**config.mk**
```make
export PLATFORM = sky130hd
export DESIGN_NAME = clle_ctrl
export DESIGN_NICKNAME = d
export VERILOG_FILES = /design/src/rtl/core/clle_pkg.sv /design/src/rtl/core/clle_ctrl.sv
export SDC_FILE = /design/constraint.sdc
export NUM_CORES = 1
export LEC_CHECK = 0
export BUFFER_PORTS_ARGS = -buffer_cell sky130_fd_sc_hd__buf_4
export CAP_MARGIN = 40
export CORE_MARGIN = 5
export CORE_UTILIZATION = 25
export DETAILED_ROUTE_END_ITERATION = 6
export PLACE_DENSITY = 0.47
export SYNTH_ARGS = -nofsm -noshare
export SYNTH_HDL_FRONTEND = slang
export SYNTH_SLANG_ARGS = --single-unit
```
**constraint.sdc**
```tcl
create_clock -name clk_i -period 2.3 [get_ports clk_i]
set_input_delay 0.46 -clock clk_i [delete_from_list [all_inputs] [get_ports clk_i]]
set_output_delay 0.46 -clock clk_i [all_outputs]
set_load 0.1 [all_outputs]
```
**src/rtl/core/clle_pkg.sv**
```systemverilog
// Shared types, codes and constants of the cursor linked list engine.
package clle_pkg;

  // Field widths of one request beat and one result beat
  localparam int unsigned OpW   = 3;
  localparam int unsigned ValW  = 32;
  localparam int unsigned PosW  = 8;
  localparam int unsigned StatW = 2;

  // Default size of the node store
  localparam int unsigned NodeCountDefault = 256;

  // Operation codes
  typedef enum logic [OpW-1:0] {
    OP_MAKE_EMPTY  = 3'd0,
    OP_INSERT      = 3'd1,
    OP_DELETE      = 3'd2,
    OP_FIND        = 3'd3,
    OP_DELETE_LIST = 3'd4,
    OP_READ        = 3'd5
  } op_e;

  // Result status codes
  typedef enum logic [StatW-1:0] {
    STAT_OK        = 2'd0,
    STAT_SPACE     = 2'd1,
    STAT_NOT_FOUND = 2'd2,
    STAT_BAD_POS   = 2'd3
  } status_e;

  // Datapath micro-operations, one per cycle
  typedef enum logic [4:0] {
    CMD_NONE,
    CMD_CLEAR,
    CMD_LOAD,
    CMD_RES_BAD,
    CMD_RES_SPACE,
    CMD_RES_NOT_FOUND,
    CMD_RES_ZERO,
    CMD_RD_ISSUE,
    CMD_RD_DONE,
    CMD_TAKE_ISSUE,
    CMD_TAKE_DONE,
    CMD_FREE_ISSUE,
    CMD_FREE_FIRST,
    CMD_FREE_STEP,
    CMD_ME_DONE,
    CMD_INS_ISSUE,
    CMD_INS_POP,
    CMD_INS_LINK,
    CMD_INS_DONE,
    CMD_SEEK_ISSUE,
    CMD_SEEK_FIRST,
    CMD_SEEK_STEP,
    CMD_FIND_DONE,
    CMD_DEL_UNLINK,
    CMD_DEL_DONE
  } dp_cmd_e;

  // Datapath status seen by the controller
  typedef struct packed {
    logic [OpW-1:0] op;
    logic           head_zero;
    logic           head_high;
    logic           pos_bad;
    logic           free_empty;
    logic           link_zero;
    logic           elem_match;
    logic           steps_last;
  } dp_stat_t;

  // One request beat
  typedef struct packed {
    logic [OpW-1:0]         operation;
    logic signed [ValW-1:0] value;
    logic [PosW-1:0]        list_head;
    logic [PosW-1:0]        position;
  } in_item_t;

  // One result beat
  typedef struct packed {
    status_e                status;
    logic [PosW-1:0]        found_position;
    logic [PosW-1:0]        previous_position;
    logic signed [ValW-1:0] element;
    logic [PosW-1:0]        next_position;
  } res_t;

endpackage

```
**src/rtl/core/clle_ctrl.sv**
```systemverilog
// Controller: sequences each operation as datapath micro-operations.
module clle_ctrl (
  input  logic               clk_i,
  input  logic               rst_ni,
  input  logic               in_valid_i,
  output logic               in_ready_o,
  output logic               out_valid_o,
  input  logic               out_ready_i,
  output clle_pkg::dp_cmd_e  cmd_o,
  input  clle_pkg::dp_stat_t stat_i
);
  import clle_pkg::*;

  localparam logic [3:0] ST_CLR  = 4'd0;
  localparam logic [3:0] ST_IDLE = 4'd1;
  localparam logic [3:0] ST_DISP = 4'd2;
  localparam logic [3:0] ST_FR1  = 4'd3;
  localparam logic [3:0] ST_FR2  = 4'd4;
  localparam logic [3:0] ST_FRD  = 4'd5;
  localparam logic [3:0] ST_TK   = 4'd6;
  localparam logic [3:0] ST_IN1  = 4'd7;
  localparam logic [3:0] ST_IN2  = 4'd8;
  localparam logic [3:0] ST_IN3  = 4'd9;
  localparam logic [3:0] ST_SK1  = 4'd10;
  localparam logic [3:0] ST_SK2  = 4'd11;
  localparam logic [3:0] ST_DL   = 4'd12;
  localparam logic [3:0] ST_RD1  = 4'd13;

  logic [3:0] state_q, state_d;
  logic       out_valid_q, out_valid_d;
  logic       slot_free;
  logic       gives_result;
  dp_cmd_e    cmd;

  // Result register can take a new beat this cycle
  assign slot_free = !out_valid_q || out_ready_i;

  // Micro-operations that load the result register
  always_comb begin
    unique case (cmd)
      CMD_RES_BAD, CMD_RES_SPACE, CMD_RES_NOT_FOUND, CMD_RES_ZERO, CMD_RD_DONE,
      CMD_TAKE_DONE, CMD_ME_DONE, CMD_INS_DONE, CMD_FIND_DONE, CMD_DEL_DONE:
        gives_result = 1'b1;
      default: gives_result = 1'b0;
    endcase
  end

  // Next state and command
  always_comb begin
    state_d = state_q;
    cmd     = CMD_NONE;
    unique case (state_q)
      ST_CLR: begin
        cmd = CMD_CLEAR;
        if (stat_i.steps_last) begin
          state_d = ST_IDLE;
        end
      end
      ST_IDLE: begin
        if (in_valid_i) begin
          cmd     = CMD_LOAD;
          state_d = ST_DISP;
        end
      end
      ST_DISP: begin
        unique case (stat_i.op)
          OP_MAKE_EMPTY: begin
            if (stat_i.head_high) begin
              if (slot_free) begin
                cmd     = CMD_RES_BAD;
                state_d = ST_IDLE;
              end
            end else if (!stat_i.head_zero) begin
              cmd     = CMD_FREE_ISSUE;
              state_d = ST_FR1;
            end else if (stat_i.free_empty) begin
              if (slot_free) begin
                cmd     = CMD_RES_SPACE;
                state_d = ST_IDLE;
              end
            end else begin
              cmd     = CMD_TAKE_ISSUE;
              state_d = ST_TK;
            end
          end
          OP_INSERT: begin
            if (stat_i.pos_bad) begin
              if (slot_free) begin
                cmd     = CMD_RES_BAD;
                state_d = ST_IDLE;
              end
            end else if (stat_i.free_empty) begin
              if (slot_free) begin
                cmd     = CMD_RES_SPACE;
                state_d = ST_IDLE;
              end
            end else begin
              cmd     = CMD_INS_ISSUE;
              state_d = ST_IN1;
            end
          end
          OP_DELETE, OP_FIND: begin
            if (stat_i.head_zero || stat_i.head_high) begin
              if (slot_free) begin
                cmd     = CMD_RES_BAD;
                state_d = ST_IDLE;
              end
            end else begin
              cmd     = CMD_SEEK_ISSUE;
              state_d = ST_SK1;
            end
          end
          OP_DELETE_LIST: begin
            if (stat_i.head_zero || stat_i.head_high) begin
              if (slot_free) begin
                cmd     = CMD_RES_BAD;
                state_d = ST_IDLE;
              end
            end else begin
              cmd     = CMD_FREE_ISSUE;
              state_d = ST_FR1;
            end
          end
          OP_READ: begin
            if (stat_i.pos_bad) begin
              if (slot_free) begin
                cmd     = CMD_RES_BAD;
                state_d = ST_IDLE;
              end
            end else begin
              cmd     = CMD_RD_ISSUE;
              state_d = ST_RD1;
            end
          end
          default: begin
            // Unused operation codes: no change, empty ok result
            if (slot_free) begin
              cmd     = CMD_RES_ZERO;
              state_d = ST_IDLE;
            end
          end
        endcase
      end
      // Free walk
      ST_FR1: begin
        cmd     = CMD_FREE_FIRST;
        state_d = stat_i.link_zero ? ST_FRD : ST_FR2;
      end
      ST_FR2: begin
        cmd = CMD_FREE_STEP;
        if (stat_i.link_zero || stat_i.steps_last) begin
          state_d = ST_FRD;
        end
      end
      ST_FRD: begin
        if (slot_free) begin
          if (stat_i.op == OP_MAKE_EMPTY) begin
            cmd = CMD_ME_DONE;
          end else begin
            cmd = CMD_RES_ZERO;
          end
          state_d = ST_IDLE;
        end
      end
      ST_TK: begin
        if (slot_free) begin
          cmd     = CMD_TAKE_DONE;
          state_d = ST_IDLE;
        end
      end
      // Insert
      ST_IN1: begin
        cmd     = CMD_INS_POP;
        state_d = ST_IN2;
      end
      ST_IN2: begin
        cmd     = CMD_INS_LINK;
        state_d = ST_IN3;
      end
      ST_IN3: begin
        if (slot_free) begin
          cmd     = CMD_INS_DONE;
          state_d = ST_IDLE;
        end
      end
      // Search walk
      ST_SK1: begin
        if (stat_i.link_zero) begin
          if (slot_free) begin
            cmd     = CMD_RES_NOT_FOUND;
            state_d = ST_IDLE;
          end
        end else begin
          cmd     = CMD_SEEK_FIRST;
          state_d = ST_SK2;
        end
      end
      ST_SK2: begin
        if (stat_i.elem_match) begin
          if (stat_i.op == OP_FIND) begin
            if (slot_free) begin
              cmd     = CMD_FIND_DONE;
              state_d = ST_IDLE;
            end
          end else begin
            cmd     = CMD_DEL_UNLINK;
            state_d = ST_DL;
          end
        end else if (stat_i.link_zero || stat_i.steps_last) begin
          if (slot_free) begin
            cmd     = CMD_RES_NOT_FOUND;
            state_d = ST_IDLE;
          end
        end else begin
          cmd = CMD_SEEK_STEP;
        end
      end
      ST_DL: begin
        if (slot_free) begin
          cmd     = CMD_DEL_DONE;
          state_d = ST_IDLE;
        end
      end
      ST_RD1: begin
        if (slot_free) begin
          cmd     = CMD_RD_DONE;
          state_d = ST_IDLE;
        end
      end
      default: begin
        state_d = ST_IDLE;
      end
    endcase
  end

  assign out_valid_d = gives_result || (out_valid_q && !out_ready_i);

  always_ff @(posedge clk_i or negedge rst_ni) begin
    if (!rst_ni) begin
      state_q     <= ST_CLR;
      out_valid_q <= 1'b0;
    end else begin
      state_q     <= state_d;
      out_valid_q <= out_valid_d;
    end
  end

  assign in_ready_o  = (state_q == ST_IDLE);
  assign out_valid_o = out_valid_q;
  assign cmd_o       = cmd;

  // Result register is never overwritten while a beat is still pending
  a_no_overwrite: assert property (@(posedge clk_i) disable iff (!rst_ni)
    gives_result |-> slot_free)
    else $error("result loaded over a pending beat");

  // No request is taken during the reset sweep
  a_clear_blocks: assert property (@(posedge clk_i) disable iff (!rst_ni)
    (state_q == ST_CLR) |-> !in_ready_o)
    else $error("request accepted during store sweep");

  // Every finished operation leaves a result behind
  a_done_has_result: assert property (@(posedge clk_i) disable iff (!rst_ni)
    (state_q != ST_IDLE && state_q != ST_CLR && state_d == ST_IDLE) |=> out_valid_q)
    else $error("operation ended without a result");

endmodule

```
# --- Word level (Yosys, flattened, before mapping) ---
# Memories as Yosys holds them, arrays and structs flattened.
# Index checks and enable logic that the tools add are counted.
word_totals:
  mem_bits_ro: 32
  memories: 1
  wordCells: 82
  regBits: 5
  output_inout_bits: 7
memory_table:
  columns: ["name", "depth", "width", "rd", "rd_clocked_by_memory_dff", "wr", "line", "text"]
  rows:
  - ["(no name shown)", 32, 1, 1, 0, 0, "clle_ctrl.sv:40", "unique case (cmd)"]
classes:
  mux: 45
  n_eq_ne: 22
  n_reduce_logical: 12
ops:
  columns: ["operator", "count"]
  rows:
  - ["two-way mux 4 bit", 24]
  - ["one-hot mux 5 bit (14 select lines)", 1]
  - ["two-way mux 5 bit", 11]
  - ["one-hot mux 4 bit (10 select lines)", 1]
  - ["one-hot mux 5 bit (5 select lines)", 1]
  - ["== test 4 bit, second input constant", 6]
  - ["one-hot mux 4 bit (5 select lines)", 1]
  - ["== test 4 x 3 -> 1 bit, second input constant", 4]
  - ["two-way mux 3 bit", 3]
  - ["== test 4 x 2 -> 1 bit, second input constant", 2]
  - ["== test 3 x 2 -> 1 bit, second input constant", 2]
  - ["== test 3 bit, second input constant", 2]
  - ["!= test 2 bit, second input constant", 3]
  - ["OR reduction 5 bit", 1]
  - ["== test 4 x 1 -> 1 bit, second input constant", 1]
  - ["logical NOT 4 bit", 1]
  - ["logical OR 1 bit", 4]
  - ["two-way mux 2 bit", 2]
  - ["AND reduction 4 bit", 1]
  - ["== test 3 x 1 -> 1 bit, second input constant", 1]
  - ["logical NOT 3 bit", 1]
  - ["!= test 3 bit, second input constant", 1]
  - ["logical NOT 1 bit", 2]
  - ["OR reduction 2 bit", 1]
  - ["other kinds (2)", 2]

# --- Depth between registers and ports, before layout ---
# Gate-level depths: netlist of run 1.
# An unclocked memory read counts as a cell.
logic_depth:
  depth_word: 10
  ltp_mapped: 9
  mapped_depth_nobuf: 7

# --- Worst setup path after synthesis of run 1 ---
# Ideal clock, no wire load.
synth_timing:
  kind: "flip-flop to flip-flop"
  from: "register state_q[1]"
  to: "register out_valid_q, in the netlist out_valid_o"
  required_ns: 2.174
  n_path_buf: 1
  arrival_time_ns: 4.041
  stages_incl_launch_ff: 8
  setup_ns: 0.126
  synth_period_minus_slack_ns: 4.167
  path_slack_ns: -1.867
  path_cell_list: "dfrtp_1 -> buf_2 -> nand2b_1 -> nor3_1 -> a21boi_1 -> o211ai_4 -> o21ai_1 -> a221o_1"
synth_via:
  elab_chain_len: 4
synth_lines:
  columns: ["element", "line", "text"]
  rows:
  - ["start, declared", "clle_ctrl.sv:29", "logic [3:0] state_q, state_d;"]
  - ["start signal, assigned", "clle_ctrl.sv:243", "state_q <= state_d;"]
  - ["== test 4 x 1 -> 1 bit", null, null]
  - ["via in_ready_o", "clle_ctrl.sv:6", "output logic in_ready_o,"]
  - ["one-hot mux 5 bit (14 select lines)", "clle_ctrl.sv:52", "unique case (state_q)"]
  - ["via cmd_o[1]", "clle_ctrl.sv:9", "output clle_pkg::dp_cmd_e cmd_o,"]
  - ["memory (32 x 1 bit)", null, null]
  - ["logical OR 1 bit", "clle_ctrl.sv:236", "assign out_valid_d = gives_result || (out_valid_q && !out_ready_i);"]
  - ["via out_valid_d", "clle_ctrl.sv:30", "logic out_valid_q, out_valid_d;"]
  - ["end signal, assigned", "clle_ctrl.sv:244", "out_valid_q <= out_valid_d;"]
  - ["end, declared", "clle_ctrl.sv:30", null]
# The timed path passes the listed nets, and every way through them passes these cells.
# A chain may end at the register's enable or synchronous reset.

# --- Final worst setup path of run 1 ---
layout_timing:
  from: "register out_valid_q, in the netlist out_valid_o"
  to: "output cmd_o[2]"
layout_via:
  elab_chain_len: 8
layout_lines:
  columns: ["element", "line", "text"]
  rows:
  - ["logical NOT 1 bit (*)", "clle_ctrl.sv:36", "assign slot_free = !out_valid_q || out_ready_i;"]
  - ["logical OR 1 bit (*)", "clle_ctrl.sv:36", null]
  - ["two-way mux 3 bit", "clle_ctrl.sv:77, clle_ctrl.sv:93", null]
  - ["two-way mux 4 bit", "clle_ctrl.sv:76", "end else if (stat_i.free_empty) begin"]
  - ["two-way mux 4 bit", "clle_ctrl.sv:73", "end else if (!stat_i.head_zero) begin"]
  - ["two-way mux 4 bit", "clle_ctrl.sv:68", "if (stat_i.head_high) begin"]
  - ["one-hot mux 5 bit (5 select lines)", "clle_ctrl.sv:66", "unique case (stat_i.op)"]
  - ["one-hot mux 5 bit (14 select lines) (*)", "clle_ctrl.sv:52", null]
  - ["end, declared", "clle_ctrl.sv:9", null]
# Mark *: on every way between the ends. The rest lies on a longest branch, timed or not.

==> flow_metrics.py, run 1 <==
metrics = {
    "floorplanning": {
        "die_h_um": 80.4,
        "top_level_ports": 21,
        "die_w_um": 80.4,
        "core-area_um2": 4750,
        "fp.dieArea_um2": 6470,
        "rows": 25,
        "initial_utilization_pct": 26.1,
    },
    "clock_network": {
        "tritoncts": "done",
        "htreeDepth": 1,
        "clock_sinks": 5,
        "clk_transition_reported_paths_ns": 0.04,
        "clk_latency_ns": 0.21,
        "root_buffer": "clkbuf_8",
        "postCtsHoldBufs": 0,
        "clockBufferDepth": 2,
        "numCtsBuffers": 3,
    },
    "synth": {
        "avgSynthCellArea_um2": 6.74,
        "synth_ff_type": "dfrtp_1",
        "netlist_area_um2": 1240,
        "syn_nets": 198,
        "synth_top_cell_by_area": "dfrtp_1",
        "synthTopCellsByCount": "23 x nor2_1, 20 x nand2_1, 18 x a21oi_1",
        "synth.most_common_cell": "nor2_1",
        "synth-async-reset-ratio_pct": 100,
        "ys_ff_latch": 5,
        "synth_top_cell_area_share_pct": 10.1,
        "synth_edf_count": 0,
        "yosysSeqAreaShare_pct": 10.1,
        "syn_inst": 184,
        "yosys-top-cells-area": "dfrtp_1 10%, a21oi_1 7.3%, nor2_1 7.0%, nand2_1 6.1%, o21ai_0 4.8%",
        "yosys_warnings": 0,
        "ys_types": 59,
    },
    "final_layout": {
        "fillCellCount": 524,
        "finalCoreUtilization_pct": 42.9,
        "fin_nets": 262,
        "diodes": 0,
        "drive_gt1_share_pct": 47.4,
        "areaGrowthSynthToFinish_pct": 64.5,
    },
    "detailed_routing": {
        "wirelength_mm": 4.59,
        "vias": 1586,
        "ant_nets": 0,
        "drtPass1Iterations": 4,
        "drt_first_iter_violations": 134,
        "route.detailed.wl_per_inst_um": 14.6,
        "viasPerCell": 5.05,
        "drc": 0,
    },
    "timing": {
        "hold_viol": 0,
        "rsz0062_at_grt": "true",
        "fin_worst_skew_ns": 0.00137,
        "setup_viol": 2,
        "tightestPinTransition_ns": 0.337,
        "drv_slew": 0,
        "fmax_ghz": 0.417,
        "hold_slack_ns": 0.0378,
        "max-slew-margin-rel_pct": 77.3,
        "period_needed_ns": 2.40,
        "fin_ws_ns": -0.0977,
        "min_period_over_period_pct": 104,
    },
    "critical_path": {
        "crit_top_cell": "buf_6",
        "r2r-start": "state_q[1]$_DFFE_PN0P_",
        "reg2reg_to": "out_valid_o$_DFF_PN0_",
        "critical_path.slowest_cell": "dfrtp_4",
        "worstPathRequired_ns": 1.84,
        "path_max_fanout": 5,
        "critPathArrivalTime_ns": 1.94,
        "crit_type": "flop to output pin",
        "cp_cell_sequence": "nor2b_4, buf_6, buf_6, a21o_1, a21oi_2, nor4_4, clkinvlp_4, buf_12",
        "worstSetupStartpointType": "flop",
        "cpLargestDelayFamily": "buffers and inverters",
        "ff2ff_setup_slack_ns": 0.05,
        "rr_worst_depth": 10,
        "cp-end-kind": "output pin",
        "crit_buf_inv": 4,
        "cpPeakStageDelay_ns": 0.41,
    },
    "grt": {
        "groute.layer.met1.usage_pct": 19.3,
        "grt-ovfl-total": 0,
        "grt_pass1_vias": 1580,
        "grt_usage_pct": 14.5,
        "grt_pass1_wl_mm": 7.55,
        "gr-usage-met2_pct": 24.8,
        "grt_antenna_before_repair": 0,
        "grt-busiest-layer": "met2",
        "grt_max_degree": 17,
        "grt_use_met3_pct": 1.57,
    },
    "placed_design": {
        "dp_hpwl_mm": 3.60,
        "gp_congestion": 0.899,
        "place.port_buffers": 20,
    },
    "outcome": {
        "failed_checks": "setup timing",
        "status": "complete, but fails checks",
    },
    "power": {
        "leakagePower_uw": 0.000845,
        "peakVddDrop_v": 0.000533,
        "p_per_area_nw_per_um2": 1130,
    },
    "min_path": {
        "min_path_type": "input port to async pin",
    },
    "flow_run": {
        "drv_cap": 0,
    },
}
==> state kept, by name, indices dropped and copies added, names as in the netlist <==
register	cells
out_valid_o	1
state_q	4
==> layout by cell type (no fill, tap or decap), types with 3 or more instances in the layout <==
cell type and count:
a221o_1 3, dfrtp_2 3, o22ai_1 3, o211ai_1 4
a21oi_1 16, buf_12 5, clkbuf_8 3, a21oi_2 3
buf_4 65, nand2_1 18, nand2b_1 7, nor2_1 21
o21ai_1 3, buf_6 7, inv_1 4, nand3_1 3
nor3_1 6, o21ai_0 9
==> metal layers <==
| metal | vias up | wire length (um) |
|---|---|---|
| li1 | 808 | - |
| met1 | 733 | 2110 |
| met2 | 41 | 2230 |
| met3 | 4 | 208 |
| met4 | 0 | 42 |
| met5 | - | 0 |
==> how the worst max path moves through the flow <==
stage	end	slack (ns)	startpoint	cells after the start
2_1_floorplan	out_valid_o$_DFF_PN0_	-0.29	state_q[1]$_DFFE_PN0P_	7
6_report	cmd_o[2]	-0.1	out_valid_o$_DFF_PN0_	8
5_1_grt	cmd_o[2]	-0.21	out_valid_o$_DFF_PN0_	8
3_3_place_gp	cmd_o[0]	-0.13	stat_i[9]	9
4_1_cts	cmd_o[2]	-0.11	out_valid_o$_DFF_PN0_	7
3_5_place_dp	cmd_o[0]	-0.14	stat_i[9]	9
==> cell type report <==
cell class,count,area (um^2),area share [%]
Tap cell,67,83.8,4.11
Inverter,6,30.0,1.47
Sequential cell,5,133,6.50
Timing Repair Buffer,77,667,32.7
Multi-Input combinational cell,155,1080,53.0
Clock buffer,4,45.0,2.21
==> logic make-up (layout without fill, tap and decap cells) <==
kind of cell	after synthesis	after routing	share of synthesized area, %
DFF	5	5	10.1
and+or+nand+nor	82	82	36.9
buffers and inverters	24	87	10.2
AOI/OAI and AO/OA	71	71	41.2
muxes	1	1	0.807
adders and majority gates	1	1	0.807
==> where the power goes <==
part	switching, uW	internal, uW	leakage, uW
registers	43.6	131	0.0000586
clock network	38.9	119	0.0000228
logic	1150	816	0.000763
total	1230	1070	0.000845
==> metrics by stage <==
step	std cells	total power, uW	worst slack [ns]	cell area, um^2	TNS [ns]
final	314	2300	-0.0977	2040	-0.124
after global placement	302	1880	-0.131	1780	-0.528
after global routing	314	2440	-0.208	2040	-0.419
after detailed placement	302	1870	-0.142	1780	-0.557
after floorplan	184	1390	-0.293	1290	-0.875
after CTS	308	2160	-0.110	1920	-0.110
==> timing repair <==
action,CTS,global route
resized for setup,24,19
gates cloned,0,0
setup endpoints to repair,5,6
endpoints found under the hold margin,0,0
buffers inserted,2,7
pin swaps,5,15
No activity file was read; power rests on OpenSTA's default activity.
==> inputs of run 2 (changes only) <==
--- a/config.mk
+++ b/config.mk
@@ -7,6 +7,7 @@
 export LEC_CHECK = 0
 export BUFFER_PORTS_ARGS = -buffer_cell sky130_fd_sc_hd__buf_4
 export CAP_MARGIN = 40
+export CORE_ASPECT_RATIO = 0.7
 export CORE_MARGIN = 5
 export CORE_UTILIZATION = 25
 export DETAILED_ROUTE_END_ITERATION = 6
==> flow_metrics.py, run 2 (same netlist as run 1, synthesis figures left out) <==
metrics = {
    "outcome": {
        "status": "complete, but fails checks",
        "failed_checks": "setup timing",
    },
    "floorplanning": {
        "core-area_um2": 4780,
        "die_w_um": 94.2,
        "top_level_ports": 21,
        "initial_utilization_pct": 25.9,
        "die_h_um": 68.9,
        "rows": 21,
        "fp.dieArea_um2": 6490,
    },
    "timing": {
        "tightestPinTransition_ns": 0.407,
        "min_period_over_period_pct": 105,
        "hold_viol": 0,
        "fin_worst_skew_ns": 0.000826,
        "max-slew-margin-rel_pct": 72.7,
        "fin_ws_ns": -0.122,
        "hold_slack_ns": 0.0310,
        "drv_slew": 0,
        "fmax_ghz": 0.413,
        "setup_viol": 4,
        "period_needed_ns": 2.42,
        "rsz0062_at_grt": "true",
    },
    "final_layout": {
        "most-common-layout-cells": "66 x buf_4, 20 x nor2_1, 18 x nand2_1",
        "fin_nets": 263,
        "drive_gt1_share_pct": 50.8,
        "fillCellCount": 489,
        "mostFrequentLayoutCell": "buf_4",
        "largest_reg_flops": 4,
        "multi_input_area_um2": 1130,
        "diodes": 0,
        "instances_no_fill": 317,
        "areaGrowthSynthToFinish_pct": 70.1,
        "largest-register": "state_q",
        "register_area_um2": 134,
        "finalCoreUtilization_pct": 44.1,
    },
    "detailed_routing": {
        "drtPass1Iterations": 4,
        "route.detailed.wl_per_inst_um": 15.6,
        "drt_first_iter_violations": 243,
        "drc": 0,
        "vias": 1670,
        "viasPerCell": 5.27,
        "wirelength_mm": 4.95,
        "ant_nets": 0,
    },
    "min_path": {
        "min_path_type": "input port to async pin",
    },
    "critical_path": {
        "cpPeakStageDelay_ns": 0.48,
        "r2r-start": "state_q[0]$_DFFE_PN0P_",
        "cpLargestDelayFamily": "compound AO/OA/AOI/OAI gates",
        "rr_worst_depth": 8,
        "crit_type": "flop to output pin",
        "cp-end-kind": "output pin",
        "worstPathRequired_ns": 1.84,
        "worstSetupStartpointType": "flop",
        "ff2ff_setup_slack_ns": 0.04,
        "reg2reg_to": "out_valid_o$_DFF_PN0_",
        "critPathArrivalTime_ns": 1.96,
        "critical_path.slowest_cell": "dfrtp_4",
        "cp_cell_sequence": "buf_4, and3b_2, o31ai_4, a311oi_4, o211ai_4, buf_12",
        "path_max_fanout": 3,
        "crit_buf_inv": 2,
    },
    "clock_network": {
        "numCtsBuffers": 3,
        "clk_latency_ns": 0.22,
        "clock_sinks": 5,
        "clk_transition_reported_paths_ns": 0.04,
        "root_buffer": "clkbuf_8",
        "tritoncts": "done",
        "htreeDepth": 1,
        "clockBufferDepth": 2,
        "postCtsHoldBufs": 0,
    },
    "grt": {
        "grt_pass1_vias": 1570,
        "grt_usage_pct": 15.8,
        "grt_antenna_before_repair": 0,
        "grt_pass1_wl_mm": 7.98,
        "grt-ovfl-total": 0,
        "grt_max_degree": 16,
    },
    "placed_design": {
        "post-place-ws_ns": -0.195,
        "dp.cells": 301,
        "dp_hpwl_mm": 3.66,
        "place.port_buffers": 20,
        "gp_congestion": 0.982,
    },
    "power": {
        "peakVddDrop_v": 0.00118,
        "p_per_area_nw_per_um2": 1140,
        "p_total_uw": 2400,
        "leakagePower_uw": 0.000864,
    },
    "flow_run": {
        "drv_cap": 0,
    },
}
==> run 2: timing repair <==
item                       4_1_cts  5_1_grt
buffers inserted                 8        5
setup endpoints to repair        5        6
gates cloned                     1        0
gates resized for setup         38       17
pin swaps                       12       11
==> run 2: worst max path at each step <==
| stage | from | to | slack, ns | cells after the start |
|---|---|---|---|---|
| 2_1_floorplan | state_q[1]$_DFFE_PN0P_ | out_valid_o$_DFF_PN0_ | -0.29 | 7 |
| 3_3_place_gp | stat_i[9] | cmd_o[1] | -0.20 | 6 |
| 3_5_place_dp | stat_i[9] | cmd_o[1] | -0.20 | 6 |
| 4_1_cts | stat_i[9] | cmd_o[2] | -0.08 | 7 |
| 5_1_grt | out_valid_o$_DFF_PN0_ | cmd_o[2] | -0.20 | 7 |
| 6_report | out_valid_o$_DFF_PN0_ | cmd_o[1] | -0.12 | 6 |
==> run 2: cell type report <==
cell class,count,area share [%]
multi-input cells,155,53.6
flip-flops and latches,5,6.35
well taps,69,4.09
clock buffers,4,2.14
repair buffers,78,32.4
inverters,6,1.42
==> run 2: per-stage QoR <==
step	TNS [ns]	instance area, um^2
2_1_floorplan	-0.875	1290
3_3_place_gp	-0.777	1780
3_5_place_dp	-0.750	1780
4_1_cts	-0.222	2040
5_1_grt	-0.662	2110
6_report	-0.331	2110
==> run 2: power breakdown <==
group          switching (uW)  internal, uW  leakage (uW)
combinational            1200           854      0.000784
clock                    45.3           119     0.0000228
sequential               48.7           132     0.0000572
==> run 2: per-layer routing <==
metal / vias up / track usage [%] / wire length (um)
li1: 812 / - / -
met1: 802 / 23.3 / 2450
met2: 52 / 24.7 / 2180
met3: 4 / 2.60 / 291
met4: 0 / 2.16 / 24
met5: - / 0 / 0
==> run 2: worst reg2reg max path, cell delays in order (launching register included) <==
cell and delay, ns:
dfrtp_2 0.44, and4b_2 0.31, o211ai_1 0.17, o311ai_2 0.19, a211o_2 0.38, buf_4 0.15, buf_4 0.12, o311ai_1 0.23
a221o_1 0.20
==> inputs of run 3 (changes only) <==
--- a/config.mk
+++ b/config.mk
@@ -12,6 +12,8 @@
 export CORE_UTILIZATION = 25
 export DETAILED_ROUTE_END_ITERATION = 6
 export PLACE_DENSITY = 0.47
+export RECOVER_POWER = 100
+export REMOVE_ABC_BUFFERS = 1
 export SYNTH_ARGS = -nofsm -noshare
 export SYNTH_HDL_FRONTEND = slang
 export SYNTH_SLANG_ARGS = --single-unit
==> flow_metrics.py, run 3 (same netlist as run 1, synthesis figures left out) <==
metrics = {
    "power": {
        "leakagePower_uw": 0.000760,
        "power.switching_uw": 1200,
        "p_per_area_nw_per_um2": 1160,
        "peakVddDrop_v": 0.00116,
        "internal_power_uw": 945,
        "clkPwrFrac_pct": 7.5,
        "pwr-share-seq_pct": 7.7,
        "p_total_uw": 2150,
        "combPwrFrac_pct": 84.9,
        "power_switching_share_pct": 56.0,
    },
    "grt": {
        "grt_antenna_before_repair": 0,
        "grt_max_degree": 18,
        "grt_pass1_vias": 1446,
        "grt-ovfl-total": 0,
        "grt_usage_pct": 14.6,
        "grt_pass1_wl_mm": 7.38,
    },
    "placed_design": {
        "gp_congestion": 0.913,
        "post-place-ws_ns": -0.118,
        "place.port_buffers": 20,
        "dp.cells": 294,
        "dp_hpwl_mm": 3.60,
    },
    "timing": {
        "fin_worst_skew_ns": 0.00574,
        "fin_ws_ns": 0.0325,
        "rsz0062_at_grt": "true",
        "min_period_over_period_pct": 98.6,
        "hold_viol": 0,
        "fmax_ghz": 0.441,
        "hold_slack_ns": 0.0881,
        "max-slew-margin-rel_pct": 63.7,
        "period_needed_ns": 2.27,
        "tightestPinTransition_ns": 0.547,
        "setup_viol": 0,
        "drv_slew": 0,
    },
    "final_layout": {
        "most-common-layout-cells": "48 x buf_4, 21 x nor2_1, 18 x nand2_1",
        "diodes": 0,
        "instances_no_fill": 300,
        "fillCellCount": 517,
        "largest-register": "state_q",
        "fin_nets": 246,
        "drive_gt1_share_pct": 41.1,
        "mostFrequentLayoutCell": "buf_4",
        "register_area_um2": 129,
        "areaGrowthSynthToFinish_pct": 49.5,
        "largest_reg_flops": 4,
        "multi_input_area_um2": 1050,
    },
    "clock_network": {
        "clk_latency_ns": 0.22,
        "htreeDepth": 1,
        "tritoncts": "done",
        "clk_transition_reported_paths_ns": 0.04,
        "root_buffer": "clkbuf_8",
        "clock_sinks": 5,
        "numCtsBuffers": 3,
        "clockBufferDepth": 2,
    },
    "detailed_routing": {
        "vias": 1561,
        "wirelength_mm": 4.63,
        "drc": 0,
        "route.detailed.wl_per_inst_um": 15.4,
        "drtPass1Iterations": 4,
        "drt_first_iter_violations": 188,
        "viasPerCell": 5.20,
        "ant_nets": 0,
    },
    "floorplanning": {
        "fp.dieArea_um2": 6490,
        "rows": 21,
        "top_level_ports": 21,
        "core-area_um2": 4780,
        "initial_utilization_pct": 25.9,
        "die_w_um": 94.2,
        "die_h_um": 68.9,
    },
    "critical_path": {
        "critical_path.slowest_cell": "o31a_1",
        "critPathArrivalTime_ns": 1.81,
        "reg2reg_to": "out_valid_o$_DFF_PN0_",
        "r2r-start": "state_q[2]$_DFFE_PN0P_",
        "cp-end-kind": "output pin",
        "cpPeakStageDelay_ns": 0.30,
        "worstPathRequired_ns": 1.84,
        "cp_cell_sequence": "buf_4, nand3b_1, and2_4, o31a_1, nor4_4, inv_2, buf_12",
        "path_max_fanout": 6,
        "worstSetupStartpointType": "input port",
        "crit_type": "input port to output pin",
        "ff2ff_setup_slack_ns": 0.16,
        "rr_worst_depth": 10,
    },
    "min_path": {
        "min_path_type": "input port to async pin",
    },
    "flow_run": {
        "drv_cap": 0,
    },
    "outcome": {
        "status": "complete, no violations",
    },
}
-- run 3: cell count changes in the layout (fill, tap and decap cells not counted), moves of 2 or more --
cell        before  now
a21oi_1         15   17
a21oi_2          4    2
buf_4           66   48
buf_6            6    2
clkbuf_2         0    3
clkinvlp_4       2    0
dfrtp_1          0    2
inv_2            0    2
-- run 3: worst max path at each step --
| stage | start | to | slack, ns | cells after the start |
|---|---|---|---|---|
| global placement | stat_i[8] | cmd_o[0] | -0.11 | 8 |
| CTS | stat_i[9] | cmd_o[1] | -0.04 | 6 |
| finish | stat_i[9] | cmd_o[2] | 0.03 | 7 |
| floorplan | state_q[0]$_DFFE_PN0P_ | out_valid_o$_DFF_PN0_ | -2.00 | 6 |
| detailed placement | stat_i[9] | cmd_o[1] | -0.12 | 6 |
| global route | state_q[3]$_DFFE_PN0P_ | cmd_o[2] | -0.04 | 8 |
-- run 3: final cells by class --
type,instances,area share [%]
multi-input combinational,155,56.5
inverter,6,1.21
clock buffer,4,2.43
sequential,5,6.95
timing repair buffer,61,28.3
tap,69,4.66
-- run 3: power groups by stage --
stage	clock network (uW)	logic, uW	registers, uW
floorplan	0	960	280
global route	180	1930	172
global placement	0	1610	167
detailed placement	0	1600	166
CTS	165	1740	168
finish	160	1820	165
-- run 3: repair_timing --
action	CTS	global route
pin swaps	6	7
buffers inserted	0	2
setup endpoints to repair	5	5
gates resized for setup	19	20
hold buffers	0	0
-- run 3: worst max-delay path: cells and delay by family --
family                 cells  cell delay, ns
buffers and inverters      3            0.38
AND/OR/NAND/NOR            3            0.65
AO/OA/AOI/OAI              1            0.30
-- run 3: per-layer routing --
layer | share of wire, % | GRT usage (%) | routed length, um | vias to the layer above
met5 | 0 | 0 | 0 | -
met4 | 0 | 0.901 | 0 | 0
met3 | 7.3 | 3.15 | 338 | 0
met2 | 41 | 21.4 | 1920 | 61
met1 | 51 | 22.6 | 2370 | 726
li1 | - | - | - | 774
-- run 3: metrics by stage --
step	area [um^2]	setup TNS, ns	util (%)
CTS	1800	-0.0356	37.7
finish	1850	0	38.8
floorplan	1140	-8.33	-
detailed placement	1680	-0.249	35.1
global placement	1680	-0.253	35.1
global route	1850	-0.131	38.8
